--- src/rtl/lavm_pkg.sv ---
package lavm_pkg;

   localparam int FRAC_BITS_DEF = 16;

   // row number of the translation row, which closes a matrix
   localparam logic [1:0] ROW_LAST = 2'd3;

   localparam logic signed [63:0] SAT_MAX = 64'sd2147483647;
   localparam logic signed [63:0] SAT_MIN = -64'sd2147483648;

   typedef struct packed {
      logic signed [31:0] eye_x;
      logic signed [31:0] eye_y;
      logic signed [31:0] eye_z;
      logic signed [31:0] target_x;
      logic signed [31:0] target_y;
      logic signed [31:0] target_z;
      logic signed [31:0] up_x;
      logic signed [31:0] up_y;
      logic signed [31:0] up_z;
   } req_type;

   typedef struct packed {
      logic [1:0]         row_index;
      logic signed [31:0] col0;
      logic signed [31:0] col1;
      logic signed [31:0] col2;
      logic signed [31:0] col3;
      logic               last_row;
   } rsp_type;

   typedef struct packed {
      logic signed [31:0] col0;
      logic signed [31:0] col1;
      logic signed [31:0] col2;
      logic signed [31:0] col3;
   } row_type;

   function automatic logic signed [31:0] sat32(input logic signed [63:0] v);
      logic signed [31:0] r;
      if (v > SAT_MAX) begin
         r = SAT_MAX[31:0];
      end else if (v < SAT_MIN) begin
         r = SAT_MIN[31:0];
      end else begin
         r = v[31:0];
      end
      return r;
   endfunction

endpackage

--- src/rtl/lavm_channels.sv ---


interface lavm_rsp_if;
   import lavm_pkg::*;
   logic    valid;
   logic    ready;
   rsp_type data;
   modport source(output valid, output data, input ready);
   modport sink(input valid, input data, output ready);
endinterface

--- src/rtl/lavm_rows.sv ---
module lavm_rows (
   input  logic              clock,
   input  logic              reset,
   input  logic              ld_valid,
   input  lavm_pkg::row_type ld_mat [4],
   output logic              ld_ok,
   lavm_rsp_if.source        rsp_if
);
   import lavm_pkg::*;

   logic       full_ff;
   logic [1:0] cnt_ff;
   row_type    mat_ff [4];
   logic       take;

   assign take  = rsp_if.valid && rsp_if.ready;
   // a new matrix may enter as the last row leaves
   assign ld_ok = !full_ff || (take && (cnt_ff == ROW_LAST));

   always_ff @(posedge clock) begin
      if (reset) begin
         full_ff <= 1'b0;
         cnt_ff  <= '0;
      end else if (ld_ok) begin
         full_ff <= ld_valid;
         cnt_ff  <= '0;
      end else if (take) begin
         cnt_ff <= cnt_ff + 2'd1;
      end
   end

   always_ff @(posedge clock) begin
      if (ld_ok && ld_valid) begin
         mat_ff <= ld_mat;
      end
   end

   assign rsp_if.valid = full_ff;

   always_comb begin
      rsp_if.data.row_index = cnt_ff;
      rsp_if.data.col0      = mat_ff[cnt_ff].col0;
      rsp_if.data.col1      = mat_ff[cnt_ff].col1;
      rsp_if.data.col2      = mat_ff[cnt_ff].col2;
      rsp_if.data.col3      = mat_ff[cnt_ff].col3;
      rsp_if.data.last_row  = (cnt_ff == ROW_LAST);
   end

endmodule

--- src/flat_wrapper.sv ---
// flat-port wrapper written by rule: the top's interface ports become plain ports
module lavm_rows_flat import lavm_pkg::*;
  (clock, reset, ld_valid, ld_mat, ld_ok, rsp_if_valid, rsp_if_data, rsp_if_ready);
  lavm_rsp_if rsp_if_i ();
  input  logic clock;
  input  logic reset;
  input  logic ld_valid;
  input  lavm_pkg::row_type ld_mat[4];
  output logic ld_ok;
  output wire logic [$bits(rsp_if_i.valid)-1:0] rsp_if_valid;
  output wire logic [$bits(rsp_if_i.data)-1:0] rsp_if_data;
  input wire logic [$bits(rsp_if_i.ready)-1:0] rsp_if_ready;
  assign rsp_if_valid = rsp_if_i.valid;
  assign rsp_if_data = rsp_if_i.data;
  assign rsp_if_i.ready = rsp_if_ready;
  lavm_rows u_core (.clock(clock), .reset(reset), .ld_valid(ld_valid), .ld_mat(ld_mat), .ld_ok(ld_ok), .rsp_if(rsp_if_i));
endmodule
--- config.mk ---
export PLATFORM = sky130hd
export DESIGN_NAME = lavm_rows_flat
export DESIGN_NICKNAME = d
export VERILOG_FILES = /design/src/rtl/lavm_pkg.sv /design/src/rtl/lavm_channels.sv /design/src/rtl/lavm_rows.sv /design/src/flat_wrapper.sv
export SDC_FILE = /design/constraint.sdc
export NUM_CORES = 1
export LEC_CHECK = 0
export BUFFER_PORTS_ARGS = -buffer_cell sky130_fd_sc_hd__buf_2
export CAP_MARGIN = 15
export CORE_AREA = 3 3 252 254
export CTS_BUF_LIST = sky130_fd_sc_hd__clkbuf_8
export CTS_CLUSTER_SIZE = 14
export DETAILED_ROUTE_END_ITERATION = 6
export DIE_AREA = 0 0 255 257
export GPL_TIMING_DRIVEN = 0
export SLEW_MARGIN = 30
export SYNTH_ARGS = -nofsm -noshare
export SYNTH_HDL_FRONTEND = slang
export SYNTH_SLANG_ARGS = --single-unit
--- constraint.sdc ---
create_clock -name clock -period 15.85 [get_ports clock]
set_input_delay 1.585 -clock clock [delete_from_list [all_inputs] [get_ports clock]]
set_output_delay 1.585 -clock clock [all_outputs]
set_load 0.1 [all_outputs]
Yosys cells after proc, flatten, opt, wreduce, memory -nomap -nowiden. Cells that the tools add are included.

Mux-type cells: 3. Order comparisons: 1. Add/subtract/negate cells: 1. Equal/unequal tests: 1. Multiply operators: 0. Shift-type cells: 0. Div/mod/pow operators: 0. Bitwise logic cells: 1. Reduce and logical (&&, ||, !) cells: 6.

Operators by type and width (number): $bmux W128 S2 (1); $mux W128 (2); $ge A3 B3 Y1 const B (1); $logic_and A1 B1 Y1 (3); $not A2 Y3 (1); $add A2 B1 Y2 const B (1); $eq A2 B2 Y1 const B (1); $reduce_or A2 Y1 (1); $logic_not A1 Y1 (1); $logic_or A1 B1 Y1 (1).

Output and inout bits: 133. Word-level logic and storage cells: 31. Memories: 0. RAM bits: 0. Bits in read-only memories: 0. Latch bits: 0. Flip-flop bits (word level): 515.

Longest topological paths before layout. Gate-level depths: netlist of run 1.

Depth after elaboration: 4. Gate-level depth with buffers: 4. Mapped depth without buffers: 3.

Worst setup path after synthesis of run 1. No wires, ideal clock.

Path type: register to register. Start: register u_core.cnt_ff[1]. End: register u_core.mat_ff[0] (netlist bit) (enable). Stages on the path, launching flop included: 4. Path slack: 0.696 ns. Arrival time: 14.213 ns. Path buffers: 0. Period minus slack after synthesis: 15.154 ns. Required time: 14.909 ns. Setup time: 0.941 ns. Path through: dfxtp_1 -> ha_1 -> a21bo_2 -> and2_1.

Cells in the longest elaborated chain, start to end: 4.

RTL lines: start, declared (line lavm_rows.sv:12) `logic [1:0] cnt_ff;`; start signal, assigned (line lavm_rows.sv:28) `cnt_ff <= cnt_ff + 2'd1;`; $eq A2 B2 Y1; net rsp_if_data[0] (line flat_wrapper.sv:11) `output wire logic [$bits(rsp_if_i.data)-1:0] rsp_if_data;`; $logic_and A1 B1 Y1 (line lavm_rows.sv:18) `assign ld_ok = !full_ff || (take && (cnt_ff == ROW_LAST));`; $logic_or A1 B1 Y1 (line lavm_rows.sv:18); net ld_ok (line flat_wrapper.sv:9) `output logic ld_ok;`; $logic_and A1 B1 Y1 (line lavm_rows.sv:33) `if (ld_ok && ld_valid) begin`; end signal, assigned (line lavm_rows.sv:34) `mat_ff <= ld_mat;`; end, declared (line lavm_rows.sv:13) `row_type mat_ff [4];`.

The timed path passes the listed nets, and every way through them passes these cells. A chain may end at the register's enable or synchronous reset.

Final worst setup path of run 1.
Start: register u_core.cnt_ff[1]. End: output rsp_if_data[29].

Cells in the longest elaborated chain, start to end: 4.

RTL lines: $not A2 Y3 (not written as such) (line lavm_rows.sv:45) `rsp_if.data.col3 = mat_ff[cnt_ff].col3;`; $bmux W128 S2 (line lavm_rows.sv:45); $mux W128 (2 in series); end, declared (line flat_wrapper.sv:11).

No other way between the ends. The select of a mux whose other input is x is not followed.

==> results of run 1 <==
==> placed cells by master, fill, tap and decap left out, drive strengths merged, types with 3 or more instances in the layout <==
cell type and instances:
buf 685, edfxtp 512, mux4 128, clkbuf 91, inv 34, clkinv 31
diode 12, nand2b 3, a21oi 3, dfxtp 3
==> final cells by class <==
type                       count  area share, %
sequential                   515           62.1
timing repair buffer         658           14.0
multi-input combinational    139           11.9
clock buffer                  89           4.93
tap                          790           3.98
clock inverter                68           1.52
buffer                        29           1.31
antenna                       12          0.121
inverter                       1         0.0151
==> worst min-delay path, stage by stage, from the launching register on <==
cell,delay [ps]
dfxtp_1,320
nand2b_1,110
a21oi_1,50
==> metal layers <==
metal	track usage, %	wire length, µm
met1	16.3	17600
met2	26.0	25800
met3	6.34	5060
met4	5.05	1280
met5	0	81
==> flip-flops by register name, indices dropped and copies added (netlist names) <==
register             cells
u_core.cnt_ff            2
u_core.mat_ff          512
u_core.rsp_if.valid      1
==> power by group through the flow <==
stage / Clock, µW / Combinational (µW) / Sequential, µW
4_1_cts: 1140 / 386 / 1610
6_report: 1090 / 382 / 1610
5_1_grt: 1200 / 400 / 1610
3_3_place_gp: 0 / 371 / 1690
2_1_floorplan: 0 / 263 / 1670
3_5_place_dp: 0 / 385 / 1640
==> path summary, 6_finish.rpt <==
check | end | slack [ps] | cells past startpoint
max | rsp_if_data[29] | 11490 | 4
min | u_core.cnt_ff[0] | 530 | 2
max reg2reg | u_core.mat_ff[214] | 12500 | 8
min reg2reg | u_core.cnt_ff[0] | 530 | 2
==> cells by family (layout without fill, tap and decap cells) <==
| logic type | count (synthesis) | count (layout) | share of synthesized area, % |
|---|---|---|---|
| DFF | 515 | 515 | 82.4 |
| AOI/OAI and AO/OA | 4 | 4 | 0.134 |
| and+or+nand+nor | 6 | 6 | 0.221 |
| muxes | 128 | 128 | 15.4 |
| other | 0 | 12 | 0 |
| buffers and inverters | 30 | 845 | 1.76 |
| adders and majority gates | 1 | 1 | 0.0668 |
==> through the flow <==
step	setup WS, ps	hold WS (ps)
final	11490	526
after global routing	11170	560
after CTS	11240	521
after detailed placement	11500	511
after global placement	-2420	505
after floorplan	696	941
==> results_dict.tcl, run 1 <==
set metrics [dict create \
    cts.sinks 515 \
    powerDensity_nw_per_um2 124 \
    port_buffers 648 \
    area_delta_synth_final_pct 32.6 \
    multi_input_area_um2 2960 \
    pwr-share-clk_pct 35.4 \
    hp-class "reg -> reg" \
    crit_start "u_core.cnt_ff[1]" \
    ctsResizeCount 0 \
    maxSlewViolCount 0 \
    start_kind "flip-flop" \
    postCtsSetupRepairBufs 0 \
    finClkSkew_ps 33.4 \
    clk_pin_slew_ps 60 \
    path_cells "clkbuf_2 -> buf_2 -> mux4_2 -> buf_2" \
    end_kind "output pin" \
    grt_pass1_vias 11500 \
    synth_area_leaders "edfxtp_1 82%, mux4_2 15%, buf_12 1.2%" \
    path_max_fanout 10 \
    wl_per_cell_um 21.7 \
    synthFlopType "edfxtp_1" \
    critical_path_class "reg -> out" \
    hpwl_um 37600 \
    setup_tns_ps 0 \
    initial_core_util_pct 30.5 \
    fp.dieArea_um2 65500 \
    detail_route.iter0.violations 542 \
    synth.most_common_cell "edfxtp_1" \
    fill_cells 5616 \
    gr-total-overflow 0 \
    regArea_um2 15400 \
    syn_area_per_cell_um2 27.4 \
    ys_top_cells_by_count "512 x edfxtp_1, 128 x mux4_2, 12 x buf_2" \
    grt_usage_pct 14.9 \
    clk_path_buf_depth 3 \
    min_from "u_core.rsp_if.valid" \
    htreeDepth 3 \
    drive_above_1_share_pct 61.7 \
    row_count 91 \
    maxCapViolCount 0 \
    p_int_uw 2260 \
    dr.pass1.iters 4 \
    finalSetupViolCount 0 \
    gp_congestion 0.825 \
    p_leak_uw 0.00937 \
    ys_async_sr_fraction_pct 0 \
    finalCritPeriodShare_pct 27.5 \
    cts-root-buf "clkbuf_8" \
    min_period_ps 4360 \
    outcome "finished, final reports clean" \
    io_pins 649 \
    syn_area_um2 18700 \
    crit_slowest_cell "buf_2" \
    path_buf_inv 3 \
    ir_drop_v 0.0000741 \
    postCtsHoldBufs 0 \
    power.total_uw 3080 \
    p_sw_share_pct 26.7 \
    yosys.area.top_type "edfxtp_1" \
    crit_family "buffers and inverters" \
    placed_cells 2132 \
    synth_nets 1201 \
    netlist-cell-type-count 16 \
    netlist_instances 684 \
    synth_edf_count 512 \
    pwr-share-seq_pct 52.2 \
    chipHeight_um 257 \
    yosys_warnings 0 \
    hold_viol_final 0 \
    drc 0 \
    post_dp_cell_area_um2 23200 \
    core_area_um2 61500 \
    fin_util_pct 40.4 \
    timing.fmax_mhz 230 \
    ant_nets 0 \
    antenna_found_initial 20 \
    drt-total-wl_um 49900 \
    synth_top_area_share_pct 82.1 \
    slew_headroom_pct 54.9 \
    fin_area_um2 24800 \
    switchingPower_uw 824 \
    die_w_um 255 \
    power_frac_comb_pct 12.4 \
    grt_max_degree 56 \
    instances_no_fill 2301 \
    cpPeakStageDelay_ps 510 \
    grt_pass1_wl_um 71900 \
    rsz0062_at_grt "no" \
    clk_latency_ps 650 \
    reg2reg_from "u_core.cnt_ff[1]" \
    worstPathRequired_ps 14270 \
    nets 1949 \
    cp_common_cell "buf_2" \
    cts_tree "yes" \
    worstMarginPinSlew_ps 677 \
    arrival_ps 2770 \
    synth_seq_cells 515 \
    synth_seq_area_share_pct 82.4 \
    vias 10200 \
    cts_buffers 88 \
    routed_via_density 4.45 \
]
No activity file was read; power rests on OpenSTA's default activity.
==> inputs of run 2 (changes only) <==
==> constraint.sdc (replaced) <==
create_clock -name clock -period 4.4 [get_ports clock]
set_input_delay 0.44 -clock clock [delete_from_list [all_inputs] [get_ports clock]]
set_output_delay 0.44 -clock clock [all_outputs]
set_load 0.1 [all_outputs]
==> run 2 against run 1 <==
Effect of this change:
- the flow now stops in clock tree synthesis
- area after synthesis did not move
- synthesized cell count stayed put
==> results_dict.tcl, run 2 <==
set metrics [dict create \
    synth_seq_cells 515 \
    yosys.area.top_type "edfxtp_1" \
    syn_area_per_cell_um2 27.4 \
    ys_async_sr_fraction_pct 0 \
    cts-root-buf "clkbuf_8" \
    synth_edf_count 512 \
    io_pins 649 \
    postCtsSetupRepairBufs 0 \
    netlist-cell-type-count 16 \
    synthFlopType "edfxtp_1" \
    netlist_instances 684 \
    die_w_um 255 \
    synth.most_common_cell "edfxtp_1" \
    postCtsHoldBufs 458 \
    cts_buffers 88 \
    synth_nets 1201 \
    stop_stage "clock tree synthesis" \
    synth_top_area_share_pct 82.1 \
    row_count 91 \
    ys_top_cells_by_count "512 x edfxtp_1, 128 x mux4_2, 12 x buf_2" \
    chipHeight_um 257 \
    clk_path_buf_depth 3 \
    cts.sinks 515 \
    htreeDepth 3 \
    firstError "[ERROR RSZ-0060] Max buffer count reached." \
    syn_area_um2 18700 \
    gp_congestion 0.818 \
    initial_core_util_pct 30.5 \
    outcome "did not finish" \
    yosys_warnings 0 \
    ctsResizeCount 0 \
    synth_area_leaders "edfxtp_1 82%, mux4_2 15%, buf_12 1.2%" \
    post_dp_cell_area_um2 23200 \
    synth_seq_area_share_pct 82.4 \
    hpwl_um 37500 \
    port_buffers 648 \
]
## run 2: logic make-up after synthesis
family	after synthesis	synth area share, %
AO/OA/AOI/OAI	4	0.134
buffers and inverters	30	1.76
multiplexers	128	15.4
flip-flops	515	82.4
AND/OR/NAND/NOR	6	0.221
adder cells (fa/ha/maj)	1	0.0668
## run 2: through the flow
| step | setup slack [ps] | std cells |
|---|---|---|
| floorplan | -1020 | 684 |
| global placement | -1480 | 2122 |
| detailed placement | 1550 | 2132 |
==> inputs of run 3 (changes only) <==
--- a/config.mk
+++ b/config.mk
@@ -7,12 +7,11 @@
 export LEC_CHECK = 0
 export BUFFER_PORTS_ARGS = -buffer_cell sky130_fd_sc_hd__buf_2
 export CAP_MARGIN = 15
-export CORE_AREA = 3 3 252 254
-export CTS_BUF_LIST = sky130_fd_sc_hd__clkbuf_8
-export CTS_CLUSTER_SIZE = 14
+export CORE_AREA = 3 3 248 250
 export DETAILED_ROUTE_END_ITERATION = 6
-export DIE_AREA = 0 0 255 257
+export DIE_AREA = 0 0 251 253
 export GPL_TIMING_DRIVEN = 0
+export PLACE_DENSITY_LB_ADDON = 0.15
 export SLEW_MARGIN = 30
 export SYNTH_ARGS = -nofsm -noshare
 export SYNTH_HDL_FRONTEND = slang
==> run 3 against run 2 <==
Effect of this change:
- the run again fails in clock tree synthesis
- synthesized cell count stayed put
- area after synthesis stayed put
==> results_dict.tcl, run 3 <==
set metrics [dict create \
    outcome "did not finish" \
    stop_stage "clock tree synthesis" \
    firstError "[ERROR RSZ-0060] Max buffer count reached." \
    synth.most_common_cell "edfxtp_1" \
    chipHeight_um 253 \
    synth_nets 1201 \
    gp_congestion 0.841 \
    syn_area_per_cell_um2 27.4 \
    cts_buffers 56 \
    synth_top_area_share_pct 82.1 \
    initial_core_util_pct 31.6 \
    ctsResizeCount 0 \
    yosys_warnings 0 \
    htreeDepth 2 \
    row_count 89 \
    synth_area_leaders "edfxtp_1 82%, mux4_2 15%, buf_12 1.2%" \
    clk_path_buf_depth 3 \
    netlist_instances 684 \
    netlist-cell-type-count 16 \
    synth_seq_cells 515 \
    cts-root-buf "clkbuf_16" \
    syn_area_um2 18700 \
    ys_async_sr_fraction_pct 0 \
    io_pins 649 \
    yosys.area.top_type "edfxtp_1" \
    ys_top_cells_by_count "512 x edfxtp_1, 128 x mux4_2, 12 x buf_2" \
    die_w_um 251 \
    postCtsHoldBufs 445 \
    cts.sinks 515 \
    synth_edf_count 512 \
    postCtsSetupRepairBufs 0 \
    synth_seq_area_share_pct 82.4 \
    port_buffers 648 \
    synthFlopType "edfxtp_1" \
    hpwl_um 40800 \
]
## run 3: cell counts after synthesis
No cell type changed its count.
## run 3: cells by family after synthesis
logic type,share of synthesized area (%)
flops,82.4
simple gates,0.221
mux,15.4
fa+ha+maj,0.0668
compound gates,0.134
buf+inv,1.76
## run 3: per-stage QoR
step / utilization, % / cell area (µm²) / cells / setup WS [ps]
floorplan: - / 18800 / 684 / -1020
global placement: 38.8 / 23000 / 2105 / -1720
detailed placement: 39.2 / 23200 / 2117 / 1690
